==> config.mk <==
export PLATFORM = sky130hd
export DESIGN_NAME = lavm_queue
export DESIGN_NICKNAME = d
export VERILOG_FILES = /design/src/sv/lavm_pkg.sv /design/src/sv/lavm_queue.sv
export SDC_FILE = /design/constraint.sdc
export NUM_CORES = 1
export LEC_CHECK = 0
export BUFFER_PORTS_ARGS = -buffer_cell sky130_fd_sc_hd__buf_2
export CAP_MARGIN = 20
export CORE_AREA = 4 4 228 230
export CTS_CLUSTER_SIZE = 10
export DETAILED_ROUTE_END_ITERATION = 10
export DIE_AREA = 0 0 232 234
export PLACE_DENSITY = 0.8
export RECOVER_POWER = 25
export SYNTH_ARGS = -nofsm -noshare
export SYNTH_HDL_FRONTEND = slang
export SYNTH_SLANG_ARGS = --single-unit
export TNS_END_PERCENT = 50
==> constraint.sdc <==
create_clock -name clk_i -period 13.5 [get_ports clk_i]
set_input_delay 1.35 -clock clk_i [delete_from_list [all_inputs] [get_ports clk_i]]
set_output_delay 1.35 -clock clk_i [all_outputs]
set_load 0.01 [all_outputs]
==> src/sv/lavm_pkg.sv <==
// Shared types and constants for the look-at view matrix block.
// Used by every module of the block; depends on nothing.
package lavm_pkg;

  localparam int unsigned WordW = 32;
  localparam int unsigned ZW    = 18;
  localparam logic signed [WordW-1:0] OneQ16 = 32'sd65536;
  localparam logic [1:0] ColPos = 2'd3;

  typedef struct packed {
    logic signed [WordW-1:0] pos_x;
    logic signed [WordW-1:0] pos_y;
    logic signed [WordW-1:0] pos_z;
    logic signed [WordW-1:0] tgt_x;
    logic signed [WordW-1:0] tgt_y;
    logic signed [WordW-1:0] tgt_z;
    logic signed [WordW-1:0] up_x;
    logic signed [WordW-1:0] up_y;
    logic signed [WordW-1:0] up_z;
  } in_t;

  typedef struct packed {
    logic [1:0]              column;
    logic signed [WordW-1:0] row1;
    logic signed [WordW-1:0] row2;
    logic signed [WordW-1:0] row3;
    logic signed [WordW-1:0] row4;
    logic                    degenerate;
    logic                    last;
  } out_t;

  typedef struct packed {
    logic [2:0][WordW-1:0] mag;
    logic [2:0]            neg;
    logic [2:0][WordW-1:0] pos;
    logic [2:0][WordW-1:0] up;
    logic                  degen;
  } entry_t;

  typedef struct packed {
    logic push;
    logic pop;
  } qctl_t;

endpackage

==> src/sv/lavm_queue.sv <==
// Two-entry queue between front and back end.
// Depends on lavm_pkg.
module lavm_queue (
  input  logic             clk_i,
  input  logic             rst_ni,
  input  lavm_pkg::qctl_t  ctl_i,
  input  lavm_pkg::entry_t entry_i,
  output lavm_pkg::entry_t head_o,
  output logic             valid_o,
  output logic             full_o
);
  import lavm_pkg::*;

  entry_t     mem_q [2];
  logic       wr_q, rd_q;
  logic [1:0] cnt_q;

  always_ff @(posedge clk_i or negedge rst_ni) begin
    if (!rst_ni) begin
      wr_q  <= 1'b0;
      rd_q  <= 1'b0;
      cnt_q <= 2'd0;
    end else begin
      if (ctl_i.push) wr_q <= ~wr_q;
      if (ctl_i.pop)  rd_q <= ~rd_q;
      cnt_q <= cnt_q + {1'b0, ctl_i.push} - {1'b0, ctl_i.pop};
    end
  end

  always_ff @(posedge clk_i) begin
    if (ctl_i.push) mem_q[wr_q] <= entry_i;
  end

  assign head_o  = mem_q[rd_q];
  assign valid_o = cnt_q != 2'd0;
  assign full_o  = cnt_q == 2'd2;

endmodule

==> results of run 1 <==
## metal layers
metal	share of wire, %	global-route usage [%]	up-vias
met2	51	29.99	504
met3	11	7.896	114
met4	3.4	7.734	12
li1	-	-	4979
met1	34	18.49	5424
met5	0.14	0	-
## power groups by stage
| stage | combinational (µW) | clock, µW | sequential (µW) |
|---|---|---|---|
| 6_report | 1880 | 1600 | 2550 |
| 5_1_grt | 1990 | 1720 | 2580 |
| 4_1_cts | 1900 | 1640 | 2560 |
| 3_5_place_dp | 1890 | 0 | 2590 |
| 3_3_place_gp | 1870 | 0 | 2570 |
| 2_1_floorplan | 1350 | 0 | 2630 |
## through the flow
stage,util [%],power [µW]
2_1_floorplan,-,3979
6_report,55.75,6029
4_1_cts,55.88,6104
3_3_place_gp,52.00,4440
5_1_grt,55.71,6287
3_5_place_dp,52.06,4481
## cell usage after synthesis, drive strengths merged
library cell / count / share of area (%)
dfrtp: 4 / 0.45
inv: 2 / 0.033
and2: 1 / 0.028
xor3: 1 / 0.11
or2: 1 / 0.028
ha: 2 / 0.11
nor2b: 2 / 0.056
edfxtp: 584 / 78
buf: 33 / 1.8
mux2: 292 / 19
xor2: 2 / 0.078
## cell type report
cell class,count,area (µm²)
repair buffers,603,2969
clock inverters,6,95.09
well taps,672,840.8
clock buffers,86,1812
flip-flops and latches,588,17640
inverters,2,7.507
fillers,3757,22060
diodes,12,30.03
multi-input cells,301,4403
## kinds of logic after synthesis
logic type                 Yosys count  synth area share, %
DFF                                588                78.57
muxes                              292                19.16
buffers and inverters               35                1.856
and+or+nand+nor                      4               0.1115
xor gates and xnor gates             3               0.1839
adders and majority gates            2               0.1115
## worst paths after layout
path | endpoint | slack (ns) | depth (start not counted)
min in group asynchronous | rd_q$_DFFE_PN0P_ | 0.60 | 1
worst min register to register | wr_q$_DFFE_PN0P_ | 0.54 | 1
worst max register to register | mem_q[0][129]$_DFFE_PP_ | 10.09 | 3
worst max-delay path | head_o[228] | 7.51 | 5
worst min-delay path | wr_q$_DFFE_PN0P_ | 0.54 | 1
max in group asynchronous | rd_q$_DFFE_PN0P_ | 12.68 | 1
## worst max-delay path, cell delays in order (launching register included)
cell and delay [ns]:
dfrtp_4 0.87, buf_4 0.76, buf_4 0.90, buf_4 0.87
mux2_4 0.36, buf_2 0.14
## flip-flops by register name, indices dropped and copies added (netlist names)
signal  cells
mem_q     584
rd_q        1
wr_q        1
cnt_q       2
==> results_dict.tcl, run 1 <==
set metrics [dict create \
    status "completed" \
    critPathRequiredTime_ns 12.15 \
    antenna_found_initial 16 \
    holdBufCountCts 0 \
    area_growth_syn_to_layout_pct 23.84 \
    dr_total_vias 11030 \
    worstSetupPathType "register to output pin" \
    worst_pin_slew_ns 1.018 \
    nets 1863 \
    pre_cts_slack_ns 8.096 \
    postCtsSetupBuffers 0 \
    viasPerCell 4.860 \
    yosysSeqAreaShare_pct 78.57 \
    cts_resized 0 \
    worstPathMaxFanout 56 \
    tns_ns 0 \
    wl_per_cell_um 21.90 \
    max_freq_ghz 0.1668 \
    die_area_um2 54290 \
    power_switching_uw 1721 \
    avgSynthCellArea_um2 24.29 \
    finalSetupViolations 0 \
    dp.cells 2165 \
    drc 0 \
    min_period_ns 5.993 \
    antenna_left 0 \
    synth_cells 924 \
    routabilityCongestion 0.7916 \
    rsz0062_at_grt "false" \
    final_common_cell "edfxtp_1" \
    layout_common_cells "584 x edfxtp_1, 496 x buf_2, 270 x mux2_4, 107 x clkbuf_1, 70 x clkbuf_16" \
    grt_overflow 0 \
    clock_path_buffers 3 \
    core.rowCount 82 \
    crit_arrival_ns 4.64 \
    syn_area_um2 22450 \
    grt_pass1_wl_mm 70.79 \
    clock_skew_ns 0.02158 \
    hold_viol_final 0 \
    post-route-period-util_pct 44.40 \
    leakagePower_uw 0.01096 \
    dr.pass1.iters 4 \
    wl_mm 49.71 \
    drive_gt1_share_pct 55.61 \
    worstSetupStartpointType "register" \
    irDropWorstVdd_mv 0.1336 \
    p_seq_share_pct 42.3 \
    hpwl_mm 34.90 \
    port_buffers 589 \
    root_buffer "clkbuf_16" \
    fin_area_um2 27800 \
    clock_latency_ns 0.57 \
    ys_seq_elements 588 \
    final_cells 2270 \
    p_int_uw 4308 \
    p_sw_share_pct 28.54 \
    io_pins 590 \
    grt_max_degree 78 \
    startpoint "rd_q$_DFFE_PN0P_" \
    cts.sinks 588 \
    start_util_pct 45.02 \
    slew_headroom_pct 32.14 \
    cts_buffers 69 \
    p_per_area_nw_per_um2 216.9 \
    power_frac_comb_pct 31.1 \
    maxSlewViolCount 0 \
    cp-end-kind "output pin" \
    cts.reportedPaths.clkPinSlew_ns 0.05 \
    fin_ws_ns 7.507 \
    rr_startpoint "wr_q$_DFFE_PN0P_" \
    hp-start "wr_q$_DFFE_PN0P_" \
    whs_ns 0.5399 \
    gr-usage-all-layers_pct 17.41 \
    core-area_um2 49860 \
    yosys_warnings 0 \
    die_h_um 234 \
    die_x_um 232 \
    ys_types 15 \
    maxCapViolations 0 \
    cts_tree "built" \
    clkPwrFrac_pct 26.6 \
    hold_class "register to register" \
    synth_nets 1222 \
    htree_levels 3 \
    grt_pass1_vias 11920 \
    drt_iter0_drc 644 \
    post_dp_cell_area_um2 25960 \
]
(Power assumes the default switching activity.)
==> inputs of run 2 (changes only) <==
CORE_AREA = 4 4 230 232   (was 4 4 228 230)
DIE_AREA = 0 0 234 236   (was 0 0 232 234)
PLACE_DENSITY = 0.77   (was 0.8)
clock period = 5.9 ns   (was 13.5 ns; I/O delays follow)
==> run 2 against run 1 <==
Core utilization shrank 1.1 points. Worst setup slack got worse by 4.7 ns. Register-to-register slack worse by 6.4 ns. Non-clock buffer count decreased by 4. Combinational power up 130%. Sequential power increased by 130%. Die area increased by 1.7%. Wire length down 2.2%. Sequential share of layout area is 0.16 points lower. Critical endpoint is now head_o[1]. Highest routed layer unchanged.
==> results_dict.tcl, run 2 (synthesis results as in run 1) <==
set metrics [dict create \
    multi_input_area_um2 4403 \
    slew_headroom_pct 29.84 \
    port_buffers 589 \
    holdBufCountCts 1 \
    root_buffer "clkbuf_16" \
    worstSetupPathType "register to output pin" \
    cts_buffers 69 \
    antenna_left 0 \
    largest_register_ffs 584 \
    p_sw_share_pct 28.24 \
    largestRegisters "mem_q: 584 flops, cnt_q: 2 flops" \
    cts.sinks 588 \
    wl_per_cell_um 21.38 \
    p_seq_share_pct 41.7 \
    max_freq_ghz 0.3282 \
    drc 0 \
    fin_ws_ns 2.853 \
    tns_ns 0 \
    postCtsSetupBuffers 0 \
    post-route-period-util_pct 51.64 \
    hold_viol_final 0 \
    start_util_pct 44.02 \
    routabilityCongestion 0.7732 \
    clock_path_buffers 3 \
    crit_buf_inv 2 \
    cts_resized 0 \
    drt_iter0_drc 672 \
    clock_latency_ns 0.57 \
    p_int_uw 9901 \
    layout_common_cells "584 x edfxtp_1, 515 x buf_2, 270 x mux2_4, 87 x clkbuf_1, 73 x clkbuf_16" \
    htree_levels 3 \
    worstPathMaxFanout 123 \
    top_register "mem_q" \
    pre_cts_slack_ns 3.350 \
    grt_pass1_vias 12070 \
    area_growth_syn_to_layout_pct 24.15 \
    path_cells "buf_12, mux2_2, buf_2" \
    final_common_cell "edfxtp_1" \
    core.rowCount 83 \
    drive_gt1_share_pct 56.57 \
    crit_arrival_ns 2.46 \
    worst_pin_slew_ns 1.052 \
    irDropWorstVdd_mv 0.4821 \
    io_pins 590 \
    dp.cells 2169 \
    nets 1859 \
    die_h_um 236 \
    die_area_um2 55220 \
    hpwl_mm 33.88 \
    grt_pass1_wl_mm 70.48 \
    dr_total_vias 11090 \
    clock_skew_ns 0.008548 \
    power_frac_comb_pct 31.7 \
    final_cells 2274 \
    cp-end-kind "output pin" \
    grt_overflow 0 \
    regArea_um2 17640 \
    cts_tree "built" \
    finalSetupViolations 0 \
    status "completed" \
    gr-usage-all-layers_pct 16.97 \
    grt_max_degree 124 \
    p_per_area_nw_per_um2 495.1 \
    viasPerCell 4.876 \
    worstSetupStartpointType "register" \
    core-area_um2 50990 \
    wl_mm 48.61 \
    clkPwrFrac_pct 26.6 \
    slowest_delay_ns 0.56 \
    maxCapViolations 0 \
    critPathRequiredTime_ns 5.31 \
    crit_family "buffers and inverters" \
    cpMaxStageDelayCell "buf_12" \
    leakagePower_uw 0.01101 \
    fillers 3923 \
    antenna_found_initial 22 \
    die_x_um 234 \
    reg2reg_slack_ns 3.67 \
    final_util_pct 54.65 \
    cts.reportedPaths.clkPinSlew_ns 0.06 \
    power_switching_uw 3896 \
    rsz0062_at_grt "false" \
    dr.pass1.iters 4 \
    hold_class "input pin to register" \
    whs_ns 0.2048 \
    maxSlewViolCount 0 \
    min_period_ns 3.047 \
]
## run 2: changes by cell type in the layout (fill, tap and decap cells not counted), sizes merged
cell and change:
bufinv -1, dlygate4sd3 +1, inv -1, clkbuf -17
clkinv -2, buf +16
## run 2: worst register-to-register path: cells and delay by family (launching register included)
family	cells	cell delay, ns
DFF	1	0.43
and+or+nand+nor	1	0.80
buffers and inverters	1	0.53
## run 2: path summary, 6_finish.rpt
kind / startpoint / end / cells past startpoint
worst max-delay path: rd_q$_DFFE_PN0P_ / head_o[1] / 3
worst min-delay path: entry_i[118] / mem_q[1][118]$_DFFE_PP_ / 1
worst max register to register: wr_q$_DFFE_PN0P_ / mem_q[0][161]$_DFFE_PP_ / 2
worst min register to register: wr_q$_DFFE_PN0P_ / wr_q$_DFFE_PN0P_ / 1
max in group asynchronous: rst_ni / rd_q$_DFFE_PN0P_ / 2
min in group asynchronous: rst_ni / cnt_q[1]$_DFF_PN0_ / 2
## run 2: area by class of cell
cell class                 count  share of cell area [%]
clock buffer                  90                   6.784
multi-input combinational    301                   15.80
timing repair buffer         599                   10.88
sequential                   588                   63.30
tap                          680                   3.053
inverter                       2                 0.02694
clock inverter                 2                 0.04490
antenna                       12                  0.1078
## run 2: power groups by stage
stage | clock, µW | sequential [µW] | combinational [µW]
2_1_floorplan | 0 | 5960 | 3090
3_3_place_gp | 0 | 5780 | 4390
3_5_place_dp | 0 | 5840 | 4420
4_1_cts | 3800 | 5760 | 4440
5_1_grt | 3960 | 5810 | 4630
6_report | 3670 | 5750 | 4380
## run 2: metal layers
metal / GRT usage [%] / routed length (µm) / vias to the layer above
li1: - / - / 4969
met1: 17.60 / 16640 / 5538
met2: 29.24 / 24800 / 455
met3: 7.790 / 5343 / 109
met4: 7.688 / 1723 / 16
met5: 0 / 109 / -
## run 2: stage by stage
stage          instance area (µm²)  power [µW]
5_1_grt                      27860       14400
2_1_floorplan                22450        9047
6_report                     27870       13800
3_5_place_dp                 26020       10260
4_1_cts                      27930       14000
3_3_place_gp                 26020       10170
==> inputs of run 3 (changes only) <==
CORE_AREA = 4 4 228 230   (was 4 4 230 232)
DIE_AREA = 0 0 232 234   (was 0 0 234 236)
PLACE_DENSITY = 0.8   (was 0.77)
clock period = 2.6 ns   (was 5.9 ns; I/O delays follow)
==> run 3 against run 2 <==
First-iteration DRC count grew 28%. Count of clock-buffer cells in the layout shrank 18. Clock skew grew 0.012 ns. Flip-flop and latch count is the same. Combinational power grew 150%. Total power grew 130%. Largest cell class unchanged.
==> results_dict.tcl, run 3 (synthesis results as in run 1) <==
set metrics [dict create \
    irDropWorstVdd_mv 0.6890 \
    status "completed" \
    layout_common_cells "584 x edfxtp_1, 424 x buf_2, 295 x dlygate4sd3_1, 270 x mux2_4, 165 x clkbuf_1" \
    drc 0 \
    port_buffers 589 \
    rsz0062_at_grt "false" \
    critPathRequiredTime_ns 2.34 \
    tns_ns 0 \
    clock_path_buffers 3 \
    crit_buf_inv 3 \
    cts_tree "built" \
    antenna_left 0 \
    die_x_um 232 \
    dr_total_vias 12700 \
    hold_class "input pin to async pin" \
    area_growth_syn_to_layout_pct 37.73 \
    power_frac_comb_pct 33.4 \
    top_register "mem_q" \
    largestRegisters "mem_q: 584 flops, cnt_q: 2 flops" \
    grt_overflow 0 \
    cp_num_cells 4 \
    dr.pass1.iters 5 \
    slowest_delay_ns 0.54 \
    wl_per_cell_um 23.17 \
    final_common_cell "edfxtp_1" \
    wl_met2_mm 31.30 \
    total_power_uw 32380 \
    min_period_ns 2.436 \
    start_util_pct 45.02 \
    worstPathMaxFanout 28 \
    clock_skew_ns 0.02021 \
    clock_latency_ns 0.59 \
    worst_pin_slew_ns 0.6256 \
    wl_met1_mm 20.87 \
    postCtsSetupBuffers 0 \
    core.rowCount 82 \
    hpwl_mm 35.21 \
    clkPwrFrac_pct 25.9 \
    grt_pass1_vias 13900 \
    wl_mm 59.57 \
    slew_headroom_pct 58.29 \
    p_per_area_nw_per_um2 1047 \
    die_area_um2 54290 \
    routabilityCongestion 0.8089 \
    regArea_um2 17640 \
    worstSetupPathType "register to output pin" \
    maxCapViolations 0 \
    p_seq_share_pct 40.6 \
    drive_gt1_share_pct 43.94 \
    multi_input_area_um2 4403 \
    crit_family "buffers and inverters" \
    largest_register_ffs 584 \
    leakagePower_uw 0.01213 \
    root_buffer "clkbuf_16" \
    maxSlewViolCount 0 \
    worst-r2r-cell-count 3 \
    cp-end-kind "output pin" \
    io_pins 590 \
    fillers 3364 \
    hold_viol_final 0 \
    finalSetupViolations 0 \
    antenna_found_initial 11 \
    power_switching_uw 9587 \
    cts.sinks 588 \
    grt_max_degree 109 \
    highest-signal-layer "met5" \
    viasPerCell 4.938 \
    gr-usage-all-layers_pct 21.02 \
    p_int_uw 22790 \
    drt_iter0_drc 863 \
    max_freq_ghz 0.4105 \
    cpMaxStageDelayCell "dfrtp_4" \
    htree_levels 3 \
    cts.reportedPaths.clkPinSlew_ns 0.05 \
    cts_buffers 70 \
    post-route-period-util_pct 93.70 \
    worstSetupStartpointType "register" \
    cp_common_cell "buf_12" \
    cts_resized 0 \
    die_h_um 234 \
    nets 2174 \
    grt_pass1_wl_mm 85.57 \
    core-area_um2 49860 \
    p_sw_share_pct 29.61 \
    path_cells "buf_12, buf_12, mux2_4, buf_2" \
    wl_met3_mm 5.428 \
    crit_arrival_ns 2.18 \
]
[run 3: final cells by class]
cell class              instances  share of cell area (%)
diodes                         10                 0.08095
clock buffers                  72                   5.690
multi-input cells             301                   14.24
well taps                     672                   2.720
inverters                       2                 0.02428
repair buffers                913                   19.78
flip-flops and latches        588                   57.06
clock inverters                13                  0.4007
[run 3: worst paths after layout]
| kind | slack, ns | startpoint | end |
|---|---|---|---|
| max in group asynchronous | 2.30 | rst_ni | rd_q$_DFFE_PN0P_ |
| setup / recovery | 0.16 | rd_q$_DFFE_PN0P_ | head_o[103] |
| min in group clk_i | 0.40 | entry_i[182] | mem_q[1][182]$_DFFE_PP_ |
| setup reg to reg | 0.98 | wr_q$_DFFE_PN0P_ | mem_q[1][29]$_DFFE_PP_ |
| hold / removal | 0.06 | rst_ni | cnt_q[1]$_DFF_PN0_ |
| hold reg to reg | 0.55 | wr_q$_DFFE_PN0P_ | wr_q$_DFFE_PN0P_ |
[run 3: layer usage]
metal | vias to the layer above | GRT usage (%)
li1 | 5589 | -
met1 | 6313 | 23.28
met2 | 677 | 37.68
met3 | 114 | 6.450
met4 | 2 | 8.892
met5 | - | 0
[run 3: through the flow]
stage / worst slack, ns / std cells / hold WS, ns / cell area (µm²) / util (%)
final: 0.1638 / 2571 / 0.05706 / 30910 / 62.00
after global routing: 0.08741 / 2571 / 0.06693 / 30910 / 62.00
after CTS: 0.1114 / 2561 / 0.001111 / 31090 / 62.36
after detailed placement: 0.7603 / 2181 / 0.08100 / 26260 / 52.66
after global placement: 0.8065 / 2181 / 0.07975 / 26260 / 52.66
after floorplan: -2.580 / 924 / -0.03559 / 22460 / -
[run 3: worst reg2reg max path: stages, from the launching register on]
cell and delay, ns:
dfrtp_1 0.42, and2_4 0.28, buf_12 0.22, buf_4 0.37
[run 3: power groups by stage]
stage          clock, µW  combinational (µW)  sequential [µW]
3_5_place_dp           0               10300            13300
5_1_grt             9010               11300            13300
2_1_floorplan          0                7010            13300
4_1_cts             8500               10700            13100
6_report            8400               10800            13200
3_3_place_gp           0               10200            13200
[run 3: repair_timing]
item                                    CTS  global route
endpoints found under the setup margin    0             0
hold buffers                            295             0
endpoints found under the hold margin   591             0
