### src/sv/lavm_pkg.sv
// Shared types and constants for the look-at view matrix block.
// Used by every module of the block; depends on nothing.
package lavm_pkg;

  localparam int unsigned WordW = 32;
  localparam int unsigned ZW    = 18;
  localparam logic signed [WordW-1:0] OneQ16 = 32'sd65536;
  localparam logic [1:0] ColPos = 2'd3;

  typedef struct packed {
    logic signed [WordW-1:0] pos_x;
    logic signed [WordW-1:0] pos_y;
    logic signed [WordW-1:0] pos_z;
    logic signed [WordW-1:0] tgt_x;
    logic signed [WordW-1:0] tgt_y;
    logic signed [WordW-1:0] tgt_z;
    logic signed [WordW-1:0] up_x;
    logic signed [WordW-1:0] up_y;
    logic signed [WordW-1:0] up_z;
  } in_t;

  typedef struct packed {
    logic [1:0]              column;
    logic signed [WordW-1:0] row1;
    logic signed [WordW-1:0] row2;
    logic signed [WordW-1:0] row3;
    logic signed [WordW-1:0] row4;
    logic                    degenerate;
    logic                    last;
  } out_t;

  typedef struct packed {
    logic [2:0][WordW-1:0] mag;
    logic [2:0]            neg;
    logic [2:0][WordW-1:0] pos;
    logic [2:0][WordW-1:0] up;
    logic                  degen;
  } entry_t;

  typedef struct packed {
    logic push;
    logic pop;
  } qctl_t;

endpackage

### src/sv/lavm_front.sv
// Front end: takes input transfers, forms |pos - tgt| with signs and flags a
// degenerate eye. Depends on lavm_pkg.
module lavm_front (
  input  lavm_pkg::in_t    in_i,
  input  logic             in_valid_i,
  output logic             in_stall_o,
  input  logic             full_i,
  output logic             push_o,
  output lavm_pkg::entry_t entry_o
);
  import lavm_pkg::*;

  logic signed [WordW:0] d [3];
  logic signed [WordW:0] nd [3];

  assign d[0] = {in_i.pos_x[WordW-1], in_i.pos_x} - {in_i.tgt_x[WordW-1], in_i.tgt_x};
  assign d[1] = {in_i.pos_y[WordW-1], in_i.pos_y} - {in_i.tgt_y[WordW-1], in_i.tgt_y};
  assign d[2] = {in_i.pos_z[WordW-1], in_i.pos_z} - {in_i.tgt_z[WordW-1], in_i.tgt_z};

  always_comb begin
    for (int i = 0; i < 3; i++) begin
      nd[i]           = -d[i];
      entry_o.neg[i]  = d[i][WordW];
      entry_o.mag[i]  = d[i][WordW] ? nd[i][WordW-1:0] : d[i][WordW-1:0];
    end
    entry_o.pos   = {in_i.pos_z, in_i.pos_y, in_i.pos_x};
    entry_o.up    = {in_i.up_z, in_i.up_y, in_i.up_x};
    entry_o.degen = (d[0] == '0) && (d[1] == '0) && (d[2] == '0);
  end

  assign in_stall_o = full_i;
  assign push_o     = in_valid_i && !full_i;

endmodule

### config.mk
export PLATFORM = sky130hd
export DESIGN_NAME = lavm_front
export DESIGN_NICKNAME = d
export VERILOG_FILES = /design/src/sv/lavm_pkg.sv /design/src/sv/lavm_front.sv
export SDC_FILE = /design/constraint.sdc
export NUM_CORES = 1
export LEC_CHECK = 0
export BUFFER_PORTS_ARGS = -buffer_cell sky130_fd_sc_hd__buf_2
export CAP_MARGIN = 25
export CORE_AREA = 2 2 229 231
export DETAILED_ROUTE_END_ITERATION = 8
export DIE_AREA = 0 0 231 233
export PLACE_DENSITY_LB_ADDON = 0.15
export SLEW_MARGIN = 30
export SYNTH_ARGS = -nofsm -noshare
export SYNTH_HDL_FRONTEND = slang
export SYNTH_SLANG_ARGS = --single-unit
### constraint.sdc
create_clock -name vclk -period 3.9
set_input_delay 0.39 -clock vclk [all_inputs]
set_output_delay 0.39 -clock vclk [all_outputs]
set_load 0.01 [all_outputs]
==> out/qor.csv, run 1 <==
metric,value,unit
outcome,finished with violations,
failed_checks,negative setup slack,
post-dp-hpwl,40490,µm
worstHoldPathType,in -> out,
maxSlewViolCount,0,
first_pass_iters,4,
cp_data_arrival_time,3.83,ns
core_area,51090,µm²
critPathMaxFanout,4,
placement.io_buffers,392,
rsz0062_at_grt,yes,
max-cap-violations,0,
critical_path.cell_chain,buf_8 > inv_6 > ha_4 > fa_2 > nand2b_4 > a21o_4 > a2111oi_4 > a311o_1 > a311oi_2 > and4bb_1 > or4b_4 > nor4b_4 > buf_4 > buf_4 > a21oi_4 > xnor2_2 > buf_2,
synth_common_cells,"sky130_fd_sc_hd__buf_4 (195), sky130_fd_sc_hd__inv_1 (133), sky130_fd_sc_hd__a21oi_1 (130)",
layout.cell_area.non_filler,15910,µm²
dieArea,53820,µm²
ys.warnings.count,0,
final.setup.worst_slack,-0.3188,ns
synthCells,1474,
area.growth.synth_to_final,61.33,%
dpl_cell_area,13800,µm²
drc,0,
p_leak,7.676,nW
floorplan.die.height,233,µm
design.portCount,584,
number_of_endpoints_failing_setup_at_the_final_stage,54,
worst_slew_pin_slew,0.6652,ns
pwr_density_cell,247.5,nW/µm²
chipWidth,231,µm
finalCritPeriodShare,1.082,
register_area_share_after_synthesis,0,
crit_path_frequent_cell,sky130_fd_sc_hd__buf_4,
slew_headroom,0.5518,
worst_setup_path_start_kind,input pin,
post_route_cells_drive_above_1_share,0.5073,
crit_path_end_kind,output port,
drt_first_iter_violations,527,
power_frac_comb,1.000,
grt_start_max_net_pins,19,
num_vias,12320,
holdPathEnd,entry_o[16],
detailedPlace.worstSlack,-0.5677,ns
cp_slowest_cell,sky130_fd_sc_hd__or4b_4,
crit_required,3.51,ns
totalPowerFinal,3.937,mW
antenna-diode-count,0,
synth_top_area_share,0.1485,
synthDistinctLibCells,91,
fin_cells,2734,
drt-wirelength-per-cell,16.88,µm
start_util,0.1930,
holdPathStages,0,
final-hold-violation-count,0,
mapped_nets,1868,
fill_cells,5663,
worst_hold_startpoint,in_i[79],
syn_area_per_cell,6.690,µm²
p_sw,2.075,mW
design.seq.count,0,
first_global_vias,12060,
max-vdd-ir-drop,0.0001281,V
yosys.cell_count.top_type,sky130_fd_sc_hd__buf_4,
register_area,0,µm²
layout.nets,2450,
grt_use_total,0.1579,
grt_first_pass_wirelength,67520,µm
internal-power,1.863,mW
grt.overflow.total,0,
criticalPathCategory,in -> out,
shortest_period_the_worst_path_allows,4.219,ns
critPathMaxStageDelay,0.52,ns
layout.clock_buffers,0,
netSwitchingFraction,0.5269,
share_clk_of_total_power,0,
max_freq,0.2370,GHz
ys_top_cells_by_area,"sky130_fd_sc_hd__buf_4 (15%), sky130_fd_sc_hd__ha_1 (13%), sky130_fd_sc_hd__xnor2_1 (8.7%), sky130_fd_sc_hd__a21oi_1 (6.6%), sky130_fd_sc_hd__xor2_1 (5.8%)",
netlist_area,9861,µm²
synth_area_leader_cell,sky130_fd_sc_hd__buf_4,
post-place-cells,2671,
multi_input_comb_area,9071,µm²
p_seq_frac,0,
floorplan.rows,83,
via_per_inst,4.507,
weighted_congestion_reported_at_the_end_of_routability_driven_placement,0.8744,
antenna_found_initial,8,
ant_nets,0,
postRouteWirelength,46160,µm
[worst max-delay path, delay by kind of cell]
kind                     cells  cell delay, ns
adder cells (fa/ha/maj)      2            0.55
XOR/XNOR                     1            0.15
AO/OA/AOI/OAI                5            0.96
buffers and inverters        5            0.57
AND/OR/NAND/NOR              4            1.21
[metrics by stage]
step | TNS (ns) | utilization | hold WS, ns
floorplan | 0 | - | 0.8264
global placement | -20.89 | 0.2701 | 0.7801
detailed placement | -22.31 | 0.2701 | 0.7801
CTS | -4.756 | 0.2924 | 0.7801
global route | -14.97 | 0.3113 | 0.7800
finish | -5.796 | 0.3113 | 0.7800
[layout make-up]
type,count,area share
inverters,133,0.03272
well taps,680,0.05348
multi-input cells,1106,0.5702
repair buffers,815,0.3436
[cells by family (layout without fill, tap and decap cells)]
logic type               Yosys count  after routing  synth area share
XOR/XNOR                         163            163            0.1448
AND/OR/NAND/NOR                  420            420            0.2200
adder cells (fa/ha/maj)          104            104            0.1342
buffers and inverters            368            948            0.2161
multiplexers                       9              9          0.009263
AO/OA/AOI/OAI                    410            410            0.2756
[power by group through the flow]
stage	Clock (mW)	Sequential [mW]	Combinational (mW)
floorplan	0	0	1.87
global placement	0	0	3.43
detailed placement	0	0	3.42
CTS	0	0	3.69
global route	0	0	4.25
finish	0	0	3.94
[cell usage in the layout, fill, tap and decap left out, types with 8 or more instances in the layout]
master and n:
sky130_fd_sc_hd__and2_1 11, sky130_fd_sc_hd__nor2_2 9, sky130_fd_sc_hd__ha_4 10, sky130_fd_sc_hd__a31oi_1 18, sky130_fd_sc_hd__a21oi_1 106, sky130_fd_sc_hd__mux2i_1 8
sky130_fd_sc_hd__nor4_4 8, sky130_fd_sc_hd__o21ai_0 55, sky130_fd_sc_hd__nand4_1 21, sky130_fd_sc_hd__xor2_1 59, sky130_fd_sc_hd__nor2_1 89, sky130_fd_sc_hd__a21o_1 21
sky130_fd_sc_hd__a211oi_1 13, sky130_fd_sc_hd__nand2_1 116, sky130_fd_sc_hd__xnor2_1 77, sky130_fd_sc_hd__o21a_1 15, sky130_fd_sc_hd__a21oi_2 22, sky130_fd_sc_hd__ha_1 88
sky130_fd_sc_hd__o211ai_1 9, sky130_fd_sc_hd__nand3_1 20, sky130_fd_sc_hd__buf_2 378, sky130_fd_sc_hd__buf_6 38, sky130_fd_sc_hd__o21ai_2 14, sky130_fd_sc_hd__nand2b_1 9
sky130_fd_sc_hd__buf_4 385, sky130_fd_sc_hd__inv_1 123, sky130_fd_sc_hd__or3_1 10, sky130_fd_sc_hd__nor3_1 16, sky130_fd_sc_hd__nor2b_1 9, sky130_fd_sc_hd__xnor2_2 19
sky130_fd_sc_hd__o21ai_1 21, sky130_fd_sc_hd__and3_1 17
[layer usage]
metal / global-route usage / vias to the layer above / wire (µm) / share of wire
met3: 0.02047 / 34 / 2395 / 0.052
met4: 0.01190 / 12 / 342 / 0.0074
met2: 0.2836 / 377 / 22350 / 0.48
li1: - / 6153 / - / -
met1: 0.2077 / 5746 / 21000 / 0.45
met5: 0 / - / 79 / 0.0017
[how the worst max path moves through the flow]
stage,startpoint,endpoint,depth (start not counted)
detailed placement,in_i[136],entry_o[0],16
global placement,in_i[136],entry_o[0],16
CTS,in_i[256],entry_o[226],16
finish,in_i[256],entry_o[222],17
global route,in_i[256],entry_o[220],16
floorplan,in_i[256],entry_o[227],13
[timing repair]
item,CTS,global route
hold buffers,0,0
gates cloned,1,2
pin swaps,71,110
gates resized for setup,183,154
setup buffers,37,34
endpoints found under the setup margin,95,84
Power figures use the tool's default switching activity.
==> run 2, diff against run 1 <==
--- a/config.mk
+++ b/config.mk
@@ -5,11 +5,12 @@
 export SDC_FILE = /design/constraint.sdc
 export NUM_CORES = 1
 export LEC_CHECK = 0
+export ABC_AREA = 1
 export BUFFER_PORTS_ARGS = -buffer_cell sky130_fd_sc_hd__buf_2
 export CAP_MARGIN = 25
-export CORE_AREA = 2 2 229 231
+export CORE_AREA = 2 2 228 230
 export DETAILED_ROUTE_END_ITERATION = 8
-export DIE_AREA = 0 0 231 233
+export DIE_AREA = 0 0 230 232
 export PLACE_DENSITY_LB_ADDON = 0.15
 export SLEW_MARGIN = 30
 export SYNTH_ARGS = -nofsm -noshare
==> run 2 against run 1 <==
The flow now finishes without violations. Sequential share of layout area did not move. Die area down 0.86%. Wire length grew 6.9%. Final cell count increased by 24%. Synthesized cell count increased by 71%. Via count rose by 21%. Area after synthesis rose by 27%. Setup slack better by 0.65 ns. First-iteration DRC count rose by 53%.
==> out/qor.csv, run 2 <==
metric,value,unit
grt_first_pass_wirelength,73890,µm
num_vias,14880,
crit_path_frequent_cell,sky130_fd_sc_hd__nand2_1,
worst_setup_path_start_kind,input pin,
first_pass_iters,5,
design.seq.count,0,
slew_headroom,0.6100,
finalCritPeriodShare,0.9155,
crit_required,3.51,ns
postRouteWirelength,49330,µm
weighted_congestion_reported_at_the_end_of_routability_driven_placement,0.9603,
mapped_nets,2917,
final_common_cell,sky130_fd_sc_hd__nand2_1,
layout.nets,3117,
syn_area_per_cell,4.959,µm²
number_of_endpoints_failing_setup_at_the_final_stage,0,
max_freq,0.2801,GHz
synth_adder_area_share,0.1058,
setup_tns,0,ns
ctsResizeCount,0,
grtUsageMet1,0.2288,
register_area_share_after_synthesis,0,
synthDistinctLibCells,37,
netlist_area,12510,µm²
fill_cells,6104,
globalRoute.busiestLayer,met2,
post-route-util,0.2723,
synth_top_family_by_area,simple AND/OR/NAND/NOR gates,
post_route_cells_drive_above_1_share,0.1856,
maxSlewViolCount,0,
antenna-diode-count,0,
synthXorXnorAreaFrac,0.05481,
dieArea,53360,µm²
drt-wirelength-per-cell,14.51,µm
p_leak,8.868,nW
floorplan.die.height,232,µm
critPathMaxStageDelay,0.47,ns
grt.met3_usage,0.01866,
max-vdd-ir-drop,0.00009433,V
rsz0062_at_grt,no,
register_area,0,µm²
ant_nets,0,
ys_top_cells_by_area,"sky130_fd_sc_hd__nand2_1 (27%), sky130_fd_sc_hd__inv_1 (15%), sky130_fd_sc_hd__buf_4 (12%), sky130_fd_sc_hd__ha_1 (10%), sky130_fd_sc_hd__nor2_1 (7.5%)",
synth.mux.area_fraction,0,
pwr_density_cell,220.3,nW/µm²
worstHoldPathType,in -> out,
crit_path_end_kind,output port,
synth_common_cells,"sky130_fd_sc_hd__nand2_1 (911), sky130_fd_sc_hd__inv_1 (497), sky130_fd_sc_hd__nor2_1 (250)",
yosys.area_share.simple,0.5086,
synth_area_leader_cell,sky130_fd_sc_hd__nand2_1,
start_util,0.2459,
outcome,finished clean,
drc,0,
grt_start_max_net_pins,28,
antenna_found_initial,0,
worst_slew_pin_slew,0.5841,ns
first_global_vias,13710,
via_per_inst,4.376,
final-hold-violation-count,0,
holdWs,0.7800,ns
highest_count_cells_in_the_layout_ignoring_fill_and_taps,"sky130_fd_sc_hd__nand2_1 (911), sky130_fd_sc_hd__inv_1 (497), sky130_fd_sc_hd__buf_2 (392), sky130_fd_sc_hd__nor2_1 (250), sky130_fd_sc_hd__nand3_1 (181)",
critPathMaxFanout,27,
shortest_period_the_worst_path_allows,3.570,ns
synth_top_area_share,0.2733,
criticalPathCategory,in -> out,
cp_data_arrival_time,3.18,ns
grt_use_total,0.1729,
yosys.cell_count.top_type,sky130_fd_sc_hd__nand2_1,
area.growth.synth_to_final,10.76,%
placement.io_buffers,392,
synth-compound-area-share,0.05461,
ys.warnings.count,0,
post-cts-setup-buffer-count,0,
floorplan.rows,83,
post-dp-hpwl,45190,µm
layout.clock_buffers,0,
chipWidth,230,µm
max-cap-violations,0,
use_met2,0.3034,
synthCells,2523,
drt_first_iter_violations,807,
design.portCount,584,
cp_slowest_cell,sky130_fd_sc_hd__ha_1,
core_area,50890,µm²
grt.overflow.total,0,
critical_path.cell_chain,buf_2 > ha_1 > inv_1 > nor3_1 > nand2_1 > nand3b_2 > nand3_1 > nand2_4 > inv_2 > nand2_1 > nand2_1 > nand2_1 > nand2_1 > buf_2,
cts_hold_buffers,0,
-- run 2: stage by stage --
step | setup WS [ns] | total power [mW] | instance area (µm²) | std cells
after CTS | 0.3351 | 3.087 | 13860 | 3401
final | 0.3297 | 3.052 | 13860 | 3401
after detailed placement | 0.3410 | 3.071 | 13860 | 3401
after global routing | 0.06332 | 3.404 | 13860 | 3401
after global placement | 0.3542 | 3.071 | 13860 | 3401
after floorplan | 0.9987 | 2.097 | 12510 | 2523
-- run 2: where the power goes --
| part | total, mW | switching [mW] | internal [mW] |
|---|---|---|---|
| clock network | 0 | 0 | 0 |
| logic | 3.05 | 2.02 | 1.03 |
| registers | 0 | 0 | 0 |
-- run 2: worst max-delay path, delay by kind of cell --
kind	cells	cell delay, ns
adders and majority gates	1	0.47
and+or+nand+nor	9	1.41
buffers and inverters	4	0.91
-- run 2: path summary, 6_finish.rpt --
| kind | startpoint | end | slack, ns | cells after the start |
|---|---|---|---|---|
| setup / recovery | in_i[255] | entry_o[256] | 0.33 | 14 |
| hold / removal | in_i[90] | entry_o[27] | 0.78 | 0 |
-- run 2: cells by family (layout without fill, tap and decap cells) --
logic type,after synthesis,after routing
compound gates,125,125
xor+xnor,74,74
fa+ha+maj,104,104
buf+inv,715,913
simple gates,1505,1505
-- run 2: layout make-up --
cell class | instances | area (µm²) | area share
multi-input combinational | 1808 | 9055 | 0.6535
tap | 680 | 850.8 | 0.06140
timing repair buffer | 401 | 2029 | 0.1465
inverter | 512 | 1922 | 0.1387
-- run 2: routing by layer --
layer	wire, µm	part of all wire
met2	22910	0.46
met1	22540	0.46
met3	2847	0.058
met4	1036	0.021
met5	0	0
==> run 3, diff against run 2 <==
--- a/config.mk
+++ b/config.mk
@@ -6,7 +6,7 @@
 export NUM_CORES = 1
 export LEC_CHECK = 0
 export ABC_AREA = 1
-export BUFFER_PORTS_ARGS = -buffer_cell sky130_fd_sc_hd__buf_2
+export BUFFER_PORTS_ARGS = -buffer_cell sky130_fd_sc_hd__buf_4
 export CAP_MARGIN = 25
 export CORE_AREA = 2 2 228 230
 export DETAILED_ROUTE_END_ITERATION = 8
==> run 3 against run 2 <==
Via count shrank 0.13%. Wire length is 0.57% higher. Largest power group unchanged. Design area increased by 7.0%. Hold slack unchanged. Core utilization is 1.9 points higher. Combinational power up 9.5%. Global-route usage rose by 0.23 points. Die area unchanged. Maximum frequency decreased by 1.2%. First-iteration DRC count grew 5.0%.
==> out/qor.csv, run 3 (synthesis results as in run 2) <==
metric,value,unit
fin_cells,3400,
postRouteWirelength,49610,µm
crit_required,3.51,ns
detailedPlace.worstSlack,0.1565,ns
maxSlewViolCount,0,
ant_nets,0,
placement.io_buffers,392,
antenna-diode-count,0,
floorplan.die.height,232,µm
worst_setup_path_start_kind,input pin,
weighted_congestion_reported_at_the_end_of_routability_driven_placement,1.014,
worst_slew_pin_slew,0.5906,ns
cp_slowest_cell,sky130_fd_sc_hd__inv_2,
drt-wirelength-per-cell,14.59,µm
grt_start_max_net_pins,28,
grt_first_pass_wirelength,74510,µm
final_common_cell,sky130_fd_sc_hd__nand2_1,
layout.cell_area.non_filler,14830,µm²
layout.nets,3116,
crit_path_end_kind,output port,
pwr_density_cell,224.9,nW/µm²
netSwitchingFraction,0.6135,
start_util,0.2459,
post-place-cells,3400,
p_sw,2.047,mW
share_clk_of_total_power,0,
antenna_found_initial,0,
criticalPathCategory,in -> out,
post-dp-hpwl,45550,µm
rsz0062_at_grt,no,
holdPathStages,0,
first_pass_iters,5,
worstHoldPathType,in -> out,
holdWs,0.7800,ns
via_per_inst,4.371,
final-hold-violation-count,0,
slew_headroom,0.6057,
max-vdd-ir-drop,0.0001236,V
drt_first_iter_violations,847,
critPathMaxFanout,27,
max-cap-violations,0,
critPathMaxStageDelay,0.43,ns
final.setup.worst_slack,0.2860,ns
post-route-util,0.2915,
power_frac_comb,1.000,
outcome,finished clean,
design.portCount,584,
first_global_vias,13880,
register_area,0,µm²
design.seq.count,0,
layout.clock_buffers,0,
grt_use_total,0.1752,
setup_tns,0,ns
internal-power,1.289,mW
critical_path.cell_chain,buf_4 > inv_1 > ha_1 > fa_1 > inv_1 > nand3_1 > nand2_1 > nand2_1 > nand2_2 > nand2_1 > nand2_2 > nand3b_2 > nand3_1 > nand2_4 > inv_2 > o21ai_2 > xnor2_1 > inv_1 > buf_4,
num_vias,14860,
core_area,50890,µm²
number_of_endpoints_failing_setup_at_the_final_stage,0,
max_freq,0.2767,GHz
highest_count_cells_in_the_layout_ignoring_fill_and_taps,"sky130_fd_sc_hd__nand2_1 (911), sky130_fd_sc_hd__inv_1 (497), sky130_fd_sc_hd__buf_4 (400), sky130_fd_sc_hd__nor2_1 (250), sky130_fd_sc_hd__nand3_1 (181)",
p_leak,9.203,nW
grt.overflow.total,0,
totalPowerFinal,3.336,mW
cp_data_arrival_time,3.22,ns
dieArea,53360,µm²
dpl_cell_area,14830,µm²
floorplan.rows,83,
chipWidth,230,µm
critPathTopFamily,buffers and inverters,
post-cts-setup-buffer-count,0,
drc,0,
cp.buffers_inverters,6,
shortest_period_the_worst_path_allows,3.614,ns
finalCritPeriodShare,0.9267,
p_seq_frac,0,
post_route_cells_drive_above_1_share,0.1853,
area.growth.synth_to_final,18.56,%
timing.critical_path.depth,19,
-- run 3: cell count changes in the layout (fill, tap and decap cells not counted) --
cell / delta
sky130_fd_sc_hd__buf_4: +391
sky130_fd_sc_hd__inv_4: +1
sky130_fd_sc_hd__inv_2: -1
sky130_fd_sc_hd__buf_2: -392
-- run 3: final timing paths --
check | startpoint | end | slack, ns
worst max-delay path | in_i[224] | entry_o[246] | 0.29
worst min-delay path | in_i[90] | entry_o[27] | 0.78
-- run 3: area by class of cell --
cell class         instances  area [µm²]
repair buffers           400        3003
multi-input cells       1808        9055
well taps                680       850.8
inverters                512        1924
fillers                 6047       36050
-- run 3: routing by layer --
metal	wire, µm	GRT usage
met3	3130	0.02431
met2	23220	0.3062
met1	22250	0.2300
met4	1014	0.03165
met5	0	0
-- run 3: timing repair --
item | 4_1_cts | 5_1_grt
resized for setup | 0 | 2
hold buffers | 0 | 0
setup endpoints to repair | 0 | 3
-- run 3: power groups by stage --
stage / clock [mW] / sequential [mW] / combinational, mW
2_1_floorplan: 0 / 0 / 2.10
3_3_place_gp: 0 / 0 / 3.36
3_5_place_dp: 0 / 0 / 3.36
4_1_cts: 0 / 0 / 3.37
5_1_grt: 0 / 0 / 3.71
6_report: 0 / 0 / 3.34
